<file path="src/rtl/ppeu_pkg.sv">
package ppeu_pkg;

  localparam int SLOT_BITS = 6;

  localparam logic [1:0] CMD_SPAWN = 2'd0;
  localparam logic [1:0] CMD_TICK  = 2'd1;
  localparam logic [1:0] CMD_CLEAR = 2'd2;

  typedef struct packed {
    logic        [1:0]  cmd;
    logic signed [15:0] spawn_x;
    logic signed [15:0] spawn_y;
    logic signed [15:0] spawn_z;
    logic signed [15:0] speed_x;
    logic signed [15:0] speed_y;
    logic signed [15:0] speed_z;
    logic signed [15:0] fall_rate;
    logic        [15:0] lifetime;
    logic        [15:0] tint;
    logic        [15:0] extent;
    logic        [15:0] time_step;
  } req_t;

  typedef struct packed {
    logic [SLOT_BITS-1:0] slot;
    logic signed [15:0]   out_x;
    logic signed [15:0]   out_y;
    logic signed [15:0]   out_z;
    logic [15:0]          life_left;
    logic [15:0]          life_full;
    logic [15:0]          out_tint;
    logic [15:0]          out_extent;
    logic                 last;
  } rsp_t;

  typedef struct packed {
    logic signed [15:0] pos_x;
    logic signed [15:0] pos_y;
    logic signed [15:0] pos_z;
    logic signed [15:0] vel_x;
    logic signed [15:0] vel_y;
    logic signed [15:0] vel_z;
    logic signed [15:0] grav;
    logic [15:0]        life_left;
    logic [15:0]        life_full;
    logic [15:0]        tint;
    logic [15:0]        extent;
  } entry_t;

  typedef struct packed {
    logic                 spawn;
    logic                 clear;
    logic                 tick_start;
    logic                 cap;
    logic                 commit;
    logic                 flush;
    logic [SLOT_BITS-1:0] slot;
  } ctl_t;

  typedef struct packed {
    logic live_cur;
    logic survive;
    logic hold_valid;
    logic out_free;
  } sts_t;

endpackage

</file>
<file path="src/rtl/ppeu_ctrl.sv">
module ppeu_ctrl #(
  parameter int POOL_SIZE = 64
) (
  input  logic                clk,
  input  logic                rst,
  input  logic                req_valid,
  input  logic [1:0]          req_cmd,
  output logic                req_ready,
  input  ppeu_pkg::sts_t      sts,
  output ppeu_pkg::ctl_t      ctl
);

  localparam int SLOT_W = (POOL_SIZE > 1) ? $clog2(POOL_SIZE) : 1;

  typedef enum logic [2:0] {
    S_IDLE,
    S_RD,
    S_MUL,
    S_UPD,
    S_FLUSH
  } state_t;

  state_t            state;
  logic [SLOT_W-1:0] slot;
  logic              last_slot;

  assign last_slot = (slot == SLOT_W'(POOL_SIZE - 1));
  assign req_ready = (state == S_IDLE);

  always_comb begin
    ctl = '0;
    ctl.slot = ppeu_pkg::SLOT_BITS'(slot);
    unique case (state)
      S_IDLE: begin
        if (req_valid) begin
          unique case (req_cmd)
            ppeu_pkg::CMD_SPAWN: ctl.spawn = 1'b1;
            ppeu_pkg::CMD_TICK:  ctl.tick_start = 1'b1;
            ppeu_pkg::CMD_CLEAR: ctl.clear = 1'b1;
            default: ;
          endcase
        end
      end
      S_RD: ;
      S_MUL: ctl.cap = 1'b1;
      S_UPD: ctl.commit = !(sts.survive && sts.hold_valid && !sts.out_free);
      S_FLUSH: ctl.flush = sts.hold_valid && sts.out_free;
      default: ;
    endcase
  end

  always_ff @(posedge clk) begin
    if (rst) begin
      state <= S_IDLE;
      slot  <= '0;
    end else begin
      unique case (state)
        S_IDLE: begin
          if (ctl.tick_start) begin
            slot  <= '0;
            state <= S_RD;
          end
        end
        S_RD: begin
          if (sts.live_cur) begin
            state <= S_MUL;
          end else if (last_slot) begin
            state <= S_FLUSH;
          end else begin
            slot <= slot + 1'b1;
          end
        end
        S_MUL: state <= S_UPD;
        S_UPD: begin
          if (ctl.commit) begin
            if (last_slot) begin
              state <= S_FLUSH;
            end else begin
              slot  <= slot + 1'b1;
              state <= S_RD;
            end
          end
        end
        S_FLUSH: begin
          if (!sts.hold_valid || sts.out_free) begin
            state <= S_IDLE;
          end
        end
        default: state <= S_IDLE;
      endcase
    end
  end

  a_upd_entry: assert property (@(posedge clk) disable iff (rst)
    state == S_UPD |-> $past(state) == S_MUL || $past(state) == S_UPD)
    else $error("update stage entered without product stage");

  a_tick_start: assert property (@(posedge clk) disable iff (rst)
    req_valid && req_ready && req_cmd == ppeu_pkg::CMD_TICK |=> state == S_RD && slot == '0)
    else $error("tick did not start sweep at slot zero");

endmodule

</file>
<file path="config.mk">
export PLATFORM = sky130hd
export DESIGN_NAME = ppeu_ctrl
export DESIGN_NICKNAME = d
export VERILOG_FILES = /design/src/rtl/ppeu_pkg.sv /design/src/rtl/ppeu_ctrl.sv
export SDC_FILE = /design/constraint.sdc
export NUM_CORES = 1
export LEC_CHECK = 0
export BUFFER_PORTS_ARGS = -buffer_cell sky130_fd_sc_hd__buf_2
export CAP_MARGIN = 20
export CELL_PAD_IN_SITES_DETAIL_PLACEMENT = 1
export CELL_PAD_IN_SITES_GLOBAL_PLACEMENT = 1
export CORE_UTILIZATION = 25
export CTS_CLUSTER_SIZE = 28
export DETAILED_ROUTE_END_ITERATION = 8
export PLACE_DENSITY = 0.58
export SLEW_MARGIN = 40
export SYNTH_ARGS = -nofsm -noshare
export SYNTH_HDL_FRONTEND = slang
export SYNTH_SLANG_ARGS = --single-unit
export TNS_END_PERCENT = 1
</file>
<file path="constraint.sdc">
create_clock -name clk -period 2.1 [get_ports clk]
set_clock_uncertainty 0.1 [all_clocks]
set_input_delay 0.42 -clock clk [delete_from_list [all_inputs] [get_ports clk]]
set_output_delay 0.42 -clock clk [all_outputs]
set_load 0.005 [all_outputs]
</file>
==> results of run 1 <==
[layout make-up]
class	count	area [µm²]
inverter	3	11.26
sequential	9	180.2
fill	322	1647
multi-input combinational	69	455.4
timing repair buffer	23	120.1
clock buffer	4	26.28
tap	30	37.54
[worst max path at each step]
| stage | from | end | slack [ns] | cells after the start |
|---|---|---|---|---|
| 2_1_floorplan | slot[0] | slot[3] | 0.37 | 6 |
| 3_3_place_gp | slot[0] | slot[3] | 0.26 | 6 |
| 3_5_place_dp | slot[0] | slot[3] | 0.21 | 6 |
| 4_1_cts | state[1] | ctl[11] | 0.11 | 3 |
| 5_1_grt | slot[0] | slot[5] | 0.05 | 6 |
| 6_report | slot[0] | slot[3] | 0.19 | 6 |
[flip-flops by register name (all words and copies together), names as in the netlist]
register  cells
slot          6
state         3
[kinds of logic after synthesis]
family          Yosys count
buf+inv                   6
flops                     9
simple gates             49
compound gates           19
fa+ha+maj                 1
[stage by stage]
step	utilization (%)	area, µm²	hold slack [ns]
5_1_grt	33.54	830.8	0.3569
3_3_place_gp	32.27	799.5	0.4100
3_5_place_dp	32.27	799.5	0.4358
2_1_floorplan	-	655.6	0.3859
4_1_cts	33.33	825.8	0.3696
6_report	33.54	830.8	0.3772
[worst max-delay path, cell delays in order (launching register included)]
cell and delay (ns):
dfxtp_1 0.36, ha_1 0.27, and3_1 0.21, nor2b_4 0.14, nor3_4 0.33, a41oi_1 0.18
a311oi_2 0.24
[routing by layer]
metal / track usage (%) / vias to the layer above / share of wire [%]
met5: 0 / - / 0
met4: 6.579 / 0 / 0.51
met3: 6.034 / 2 / 4.2
met2: 28.33 / 18 / 48
met1: 19.25 / 349 / 47
li1: - / 364 / -
[layout by cell type (no fill, tap or decap), types with 3 or more instances in the layout]
cell type and n:
nand2b_1 3, clkbuf_4 3, a21oi_1 4, o21ai_0 5, nand2_1 13, nor3_1 3
nor2_1 7, nand3_1 4, nand4_1 3, inv_1 3, dfxtp_1 9, buf_2 21
[synth_stat cells, drive strengths merged (2+ instances only)]
cell and instances:
nand2 13, dfxtp 9, nor2 7, nor3 5, o21ai 5, a21oi 4, nand3 4, inv 3
nand2b 3, nand4 3, and3 2, and4b 2, buf 2, nor2b 2, nor3b 2
[power breakdown]
part	internal [mW]	switching [mW]	total, mW
sequential	0.188	0.0485	0.237
combinational	0.105	0.124	0.229
clock	0.0734	0.0668	0.140
[what timing repair did]
action | CTS | global route
endpoints found under the setup margin | 0 | 1
hold endpoints to repair | 0 | 0
setup buffers | 0 | 0
gates resized for setup | 0 | 1
==> out/metrics.yaml, run 1 <==
diodes: 0
worstPathArrival_ns: 2.00
h-tree-depth: 1
yosysWarnings: 0
start_util_pct: 26.46
hold_class: "in2reg"
setup_tns_ns: 0
synth_xor_area_share_pct: 0
reg2reg_from: "slot[0]"
period_share_pct: 90.99
leakagePower_nw: 0.3625
clockBufferDepth: 2
io_buffers: 21
rsz0062_at_grt: "false"
cts_made_buffers: 3
cts_hold_buf: 0
async_reset_ff_share_pct: 0
die-area_um2: 2831
drt_iter0_drc: 14
clock_sinks: 9
synth_area_um2: 655.6
layout.cells.non_filler: 138
cts_tree: "built"
min_to: "slot[3]"
synth_edf_count: 0
power_uw: 606.6
r2r-end: "slot[3]"
synth_area_leaders: "dfxtp_1 27%, nand2_1 7.4%, nor2_1 4.0%, o21ai_0 3.8%, a21oi_1 3.1%"
grt_usage_pct: 16.91
ant_nets: 0
yosysTopAreaCellShare_pct: 27.48
rows: 18
crit_fanout: 8
grt-ovfl-total: 0
vdd_drop_max_mv: 0.3062
cp-start-kind: "flip-flop"
synth_compound_area_share_pct: 23.47
layout-area-overhead-vs-synth_pct: 26.72
syn-mean-instance-area_um2: 7.805
drive_above_1_share_pct: 31.48
status: "finished, final reports clean"
netlist_instances: 84
synthMuxAreaShare_pct: 0
design.portCount: 22
pre_cts_ws_ns: 0.2076
vias: 733
hp-start: "rst"
max_freq_ghz: 0.5233
chipHeight_um: 53.21
coreArea_um2: 2477
synth-seq-cells: 9
yosys.area_share.simple_pct: 43.32
ys_types: 35
powerDensity_nw_per_um2: 730.1
crit_type: "reg2reg"
place_inst: 134
cts-root-buf: "clkbuf_4"
yosysSeqAreaShare_pct: 27.48
drc: 0
die_x_um: 53.21
hold_depth: 2
viasPerCell: 5.312
crit_required_ns: 2.19
synthFlopType: "dfxtp_1"
yosys.area_share.adder_pct: 1.908
hold_violations: 0
end_kind: "flip-flop"
grt_max_degree: 14
yosys.area.top_type: "dfxtp_1"
dp_hpwl_mm: 1.545
insertion_delay_ns: 0.26
finalCriticalPeriod_ns: 1.911
grt_pass1_wl_mm: 3.346
setup_ws_ns: 0.1892
wl_per_cell_um: 14.25
final_net_count: 119
synth_top_family_by_area: "simple AND/OR/NAND/NOR gates"
first_global_vias: 709
worst_pin_slew_ns: 0.4415
slew_viol_final: 0
antenna_found_initial: 0
routed_wl_mm: 1.967
setup_viol: 0
slew_headroom_pct: 70.53
maxCapViolCount: 0
gp_congestion: 0.7304
clkTransAtPathRegs_ns: 0.07
r2r.worst_path.cells: 6
worst-r2r-setup-slack_ns: 0.19
first_pass_iters: 4
syn_nets: 94
(Power assumes the default switching activity.)
==> run 2, diff against run 1 <==
--- a/config.mk
+++ b/config.mk
@@ -9,10 +9,11 @@
 export CAP_MARGIN = 20
 export CELL_PAD_IN_SITES_DETAIL_PLACEMENT = 1
 export CELL_PAD_IN_SITES_GLOBAL_PLACEMENT = 1
-export CORE_UTILIZATION = 25
+export CORE_UTILIZATION = 34
 export CTS_CLUSTER_SIZE = 28
 export DETAILED_ROUTE_END_ITERATION = 8
-export PLACE_DENSITY = 0.58
+export HOLD_SLACK_MARGIN = 0.12
+export PLACE_DENSITY = 0.75
 export SLEW_MARGIN = 40
 export SYNTH_ARGS = -nofsm -noshare
 export SYNTH_HDL_FRONTEND = slang
==> constraint.sdc (replaced) <==
create_clock -name clk -period 2.1 [get_ports clk]
set_clock_uncertainty 0.1 [all_clocks]
set_input_delay 0.42 -clock clk [delete_from_list [all_inputs] [get_ports clk]]
set_output_delay 0.42 -clock clk [all_outputs]
set_load 0.05 [all_outputs]
==> run 2 against run 1 <==
Against the previous run:
- critical path depth shrank 3
- total power increased by 21%
- largest power group is now combinational cells
- setup slack worse by 0.087 ns
- largest cell class unchanged
- global-route usage grew 4.4 points
==> out/metrics.yaml, run 2 (synthesized netlist as in run 1, its figures left out) <==
path_buf_inv: 1  # +1
post_cts_buffers: 0  # unchanged
layout-area-overhead-vs-synth_pct: 30.73
crit_type: "reg2out"
gp_congestion: 0.7976  # +9.2%
rsz0062_at_grt: "false"
cp_slowest_cell: "dfxtp_2"
final_common_cell: "buf_2"
r2r.worst_path.cells: 6  # unchanged
drive_above_1_share_pct: 36.11  # +4.6 points
leakagePower_nw: 0.3853  # +6.3%
cts_made_buffers: 3  # unchanged
worst_pin_slew_ns: 0.3936  # -0.04797 ns
cp_top_family: "simple AND/OR/NAND/NOR gates"
clockBufferDepth: 2  # unchanged
diodes: 0  # unchanged
clock_sinks: 9  # unchanged
slew_headroom_pct: 73.73  # +3.2 points
cts_hold_buf: 0  # unchanged
h-tree-depth: 1  # unchanged
status: "finished, final reports clean"
drc: 0  # unchanged
cp.depth: 3  # -3
powerDensity_nw_per_um2: 853.5  # +17%
coreArea_um2: 1764  # -29%
setup_tns_ns: 0  # unchanged
max_stage_delay_ns: 0.41  # +0.05 ns
end_kind: "output pin"
setup_viol: 0  # unchanged
hold_depth: 2  # unchanged
max_freq_ghz: 0.5006  # -4.3%
slew_viol_final: 0  # unchanged
vdd_drop_max_mv: 0.3766  # +23%
antenna_found_initial: 0  # unchanged
start_util_pct: 37.16  # +11 points
first_pass_iters: 4  # unchanged
rows: 15  # -3
die_x_um: 45.91  # -14%
grt_usage_pct: 21.33  # +4.4 points
ant_nets: 0  # unchanged
crit_required_ns: 1.58  # -0.61 ns
crit_chain: "nor3_4 -> nor4bb_4 -> buf_4"
crit_fanout: 13  # +5
grt-ovfl-total: 0  # unchanged
period_share_pct: 95.12  # +4.1 points
layout_common_cells: "20 x buf_2, 13 x nand2_1, 7 x nor2_1, 7 x dfxtp_1, 5 x o21ai_0"
largestRegisters: "slot (6), state (3)"
hold_violations: 0  # unchanged
maxCapViolCount: 0  # unchanged
worstPathArrival_ns: 1.48  # -0.52 ns
fillers: 251  # -22%
viasPerCell: 5.556  # +4.6%
place_area_um2: 822.0  # +2.8%
routed_wl_mm: 1.915  # -2.6%
insertion_delay_ns: 0.29  # +0.03 ns
cts-root-buf: "clkbuf_4"
chipHeight_um: 45.91  # -14%
vias: 739  # +0.82%
clkTransAtPathRegs_ns: 0.07  # about the same
design.portCount: 22  # unchanged
finalCriticalPeriod_ns: 1.998  # +0.08670 ns
final_area_um2: 857.1  # +3.2%
cts_tree: "built"
fin_util_pct: 48.58  # +15 points
die-area_um2: 2108  # -26%
cp-start-kind: "flip-flop"
hold_class: "in2reg"
grt_pass1_wl_mm: 3.174  # -5.1%
first_global_vias: 695  # -2.0%
regMostFlops: "slot"
largest_reg_flops: 6  # unchanged
grt_max_degree: 14  # unchanged
drt_iter0_drc: 8  # -6
io_buffers: 21  # unchanged
final_net_count: 119  # unchanged
wl_per_cell_um: 14.40  # +1.0%
dp_hpwl_mm: 1.501  # -2.9%
## run 2: cell types whose count changed in the layout (fill, tap and decap cells not counted), sizes merged
cell    delta
clkinv     +1
clkbuf     -1
## run 2: worst register-to-register path, cell delays in order (launching register included)
cell and delay [ns]:
dfxtp_1 0.36, ha_1 0.26, and3_1 0.20, nor2b_4 0.14
nor3_4 0.27, a41oi_1 0.19, a311oi_2 0.28
## run 2: timing repair
action | in CTS | in global routing
endpoints found under the hold margin | 0 | 0
resized for setup | 0 | 3
setup endpoints to repair | 0 | 3
## run 2: power by group
| group | total (mW) | internal, mW | switching (mW) |
|---|---|---|---|
| Clock | 0.149 | 0.0710 | 0.0780 |
| Combinational | 0.344 | 0.123 | 0.221 |
| Sequential | 0.239 | 0.190 | 0.0488 |
## run 2: per-layer routing
layer / wire, µm / up-vias / global-route usage, %
li1: - / 364 / -
met1: 919 / 361 / 27.08
met2: 914 / 12 / 34.37
met3: 63 / 2 / 5.952
met4: 17 / 0 / 7.059
met5: 0 / - / 0
## run 2: stage by stage
step / worst slack, ns / power [mW] / std cells / hold slack [ns]
2_1_floorplan: -0.05000 / 0.5011 / 84 / 0.3698
3_5_place_dp: 0.1948 / 0.5812 / 129 / 0.4093
3_3_place_gp: 0.2786 / 0.5778 / 129 / 0.4072
5_1_grt: 0.006782 / 0.7796 / 133 / 0.3525
4_1_cts: 0.04526 / 0.7305 / 133 / 0.3326
6_report: 0.1025 / 0.7315 / 133 / 0.3401
## run 2: final timing paths
check | start | to | slack (ns)
setup / recovery | state[1] | ctl[11] | 0.10
hold / removal | rst | state[2] | 0.34
setup reg to reg | slot[0] | slot[3] | 0.20
hold reg to reg | state[2] | state[1] | 0.42
## run 2: cell type report
| cell class | count | area, µm² | share of cell area [%] |
|---|---|---|---|
| multi-input cells | 69 | 481.7 | 56.20 |
| flip-flops and latches | 9 | 182.7 | 21.31 |
| repair buffers | 23 | 122.6 | 14.31 |
| well taps | 25 | 31.28 | 3.650 |
| clock buffers | 3 | 22.52 | 2.628 |
| inverters | 3 | 11.26 | 1.314 |
| clock inverters | 1 | 5.005 | 0.5839 |
==> run 3, diff against run 2 <==
--- a/config.mk
+++ b/config.mk
@@ -12,6 +12,7 @@
 export CORE_UTILIZATION = 34
 export CTS_CLUSTER_SIZE = 28
 export DETAILED_ROUTE_END_ITERATION = 8
+export GPL_ROUTABILITY_DRIVEN = 0
 export HOLD_SLACK_MARGIN = 0.12
 export PLACE_DENSITY = 0.75
 export SLEW_MARGIN = 40
==> constraint.sdc (replaced) <==
create_clock -name clk -period 2.1 [get_ports clk]
set_clock_uncertainty 0.1 [all_clocks]
set_input_delay 0.42 -clock clk [delete_from_list [all_inputs] [get_ports clk]]
set_output_delay 0.42 -clock clk [all_outputs]
set_load 0.01 [all_outputs]
==> run 3 against run 2 <==
Against the previous run:
- first-iteration DRC count is 38% higher
- fmax is 4.8% higher
- setup slack better by 0.092 ns
- flip-flop and latch count stayed put
- highest routed layer unchanged
- non-clock buffer count is 1 higher
- core utilization is 1.4 points lower
- die area stayed put
- final cell count is 0.75% higher
==> out/metrics.yaml, run 3 (synthesized netlist as in run 1, its figures left out) <==
status: "finished, final reports clean"
design.portCount: 22  # unchanged
rows: 15  # unchanged
worst_pin_slew_ns: 0.4316  # +0.03803 ns
h-tree-depth: 1  # unchanged
crit_chain: "nor3b_1 -> and3_1 -> buf_2"
worst-r2r-setup-slack_ns: 0.21  # about the same
largest_reg_flops: 6  # unchanged
cts_hold_buf: 0  # unchanged
maxCapViolCount: 0  # unchanged
final_common_cell: "buf_2"
crit_required_ns: 1.58  # about the same
drive_above_1_share_pct: 32.11  # -4.0 points
fillers: 243  # -3.2%
grt_usage_pct: 21.44  # +0.11 points
finalCriticalPeriod_ns: 1.906  # -0.09181 ns
largestRegisters: "slot (6), state (3)"
cts_made_buffers: 3  # unchanged
end_kind: "output pin"
hold_depth: 2  # unchanged
die-area_um2: 2108  # unchanged
cts-root-buf: "clkbuf_4"
first_global_vias: 710  # +2.2%
r2r-end: "slot[3]"
cp_slowest_cell: "dfxtp_1"
dp_hpwl_mm: 1.496  # -0.33%
hp-start: "rst"
setup_tns_ns: 0  # unchanged
ant_nets: 0  # unchanged
final_net_count: 120  # +0.84%
reg2reg_from: "slot[0]"
layout_common_cells: "21 x buf_2, 13 x nand2_1, 9 x dfxtp_1"
vdd_drop_max_mv: 0.3463  # -8.1%
drt_iter0_drc: 11  # +3
worstPathArrival_ns: 1.39  # -0.09 ns
clkTransAtPathRegs_ns: 0.07  # about the same
cts_tree: "built"
setup_ws_ns: 0.1943  # +0.09181 ns
grt-ovfl-total: 0  # unchanged
first_pass_iters: 4  # unchanged
setup_viol: 0  # unchanged
r2r.worst_path.cells: 6  # unchanged
period_share_pct: 90.75  # -4.4 points
max_freq_ghz: 0.5247  # +4.8%
chipHeight_um: 45.91  # unchanged
pre_cts_ws_ns: 0.2026  # +0.007738 ns
hold_class: "in2reg"
slew_viol_final: 0  # unchanged
routed_wl_mm: 1.886  # -1.5%
drc: 0  # unchanged
vias: 737  # -0.27%
insertion_delay_ns: 0.27  # -0.02 ns
coreArea_um2: 1764  # unchanged
powerDensity_nw_per_um2: 741.4  # -13%
max_stage_delay_ns: 0.44  # +0.03 ns
grt_max_degree: 14  # unchanged
antenna_found_initial: 0  # unchanged
regMostFlops: "slot"
hold_violations: 0  # unchanged
leakagePower_nw: 0.3679  # -4.5%
layout-area-overhead-vs-synth_pct: 26.91
viasPerCell: 5.500  # -1.0%
die_x_um: 45.91  # unchanged
diodes: 0  # unchanged
min_to: "state[2]"
clock_sinks: 9  # unchanged
io_buffers: 21  # unchanged
post_cts_buffers: 0  # unchanged
start_util_pct: 37.16  # unchanged
crit_type: "reg2out"
cp-start-kind: "flip-flop"
clockBufferDepth: 2  # unchanged
crit_fanout: 13  # unchanged
slew_headroom_pct: 71.19  # -2.5 points
wl_per_cell_um: 14.07  # -2.2%
grt_pass1_wl_mm: 3.146  # -0.88%
rsz0062_at_grt: "false"
cts_resized: 0  # unchanged
==> run 3: power by group <==
| part | internal [mW] | switching (mW) |
|---|---|---|
| sequential | 0.189 | 0.0435 |
| clock | 0.0736 | 0.0694 |
| combinational | 0.106 | 0.136 |
==> run 3: worst max-delay path by stage <==
stage / start / to / slack [ns] / depth (start not counted)
global route: slot[0] / slot[3] / 0.06 / 6
global placement: slot[0] / slot[3] / 0.26 / 6
finish: state[1] / ctl[6] / 0.19 / 3
CTS: state[1] / ctl[11] / 0.10 / 3
detailed placement: slot[0] / slot[3] / 0.20 / 6
floorplan: slot[0] / slot[3] / 0.34 / 6
==> run 3: layout make-up <==
cell class	instances	area, µm²	area share (%)
inverter	3	11.26	1.353
clock buffer	4	26.28	3.158
timing repair buffer	24	127.6	15.34
sequential	9	180.2	21.65
tap	25	31.28	3.759
multi-input combinational	69	455.4	54.74
==> run 3: critical path, delay by kind of cell, from the launching register on <==
family        cells  cell delay (ns)
buf+inv           1             0.12
flops             1             0.44
simple gates      2             0.56
==> run 3: metal layers <==
| layer | wire, µm | GRT usage [%] | vias to the layer above |
|---|---|---|---|
| li1 | - | - | 366 |
| met1 | 829 | 25.24 | 350 |
| met2 | 969 | 36.90 | 17 |
| met3 | 48 | 3.571 | 4 |
| met4 | 38 | 10.59 | 0 |
| met5 | 0 | 0 | - |
==> run 3: through the flow <==
stage                     std cells  hold slack (ns)  utilization, %  cell area, µm²  power (mW)
final                           134           0.3597           47.16           832.0      0.6169
after global routing            134           0.3777           47.16           832.0      0.6626
after CTS                       134           0.3666           46.88           827.0      0.6184
after detailed placement        130           0.4248           45.39           800.8      0.4755
after global placement          130           0.4052           45.39           800.8      0.4679
after floorplan                  84           0.3859               -           655.6      0.3947
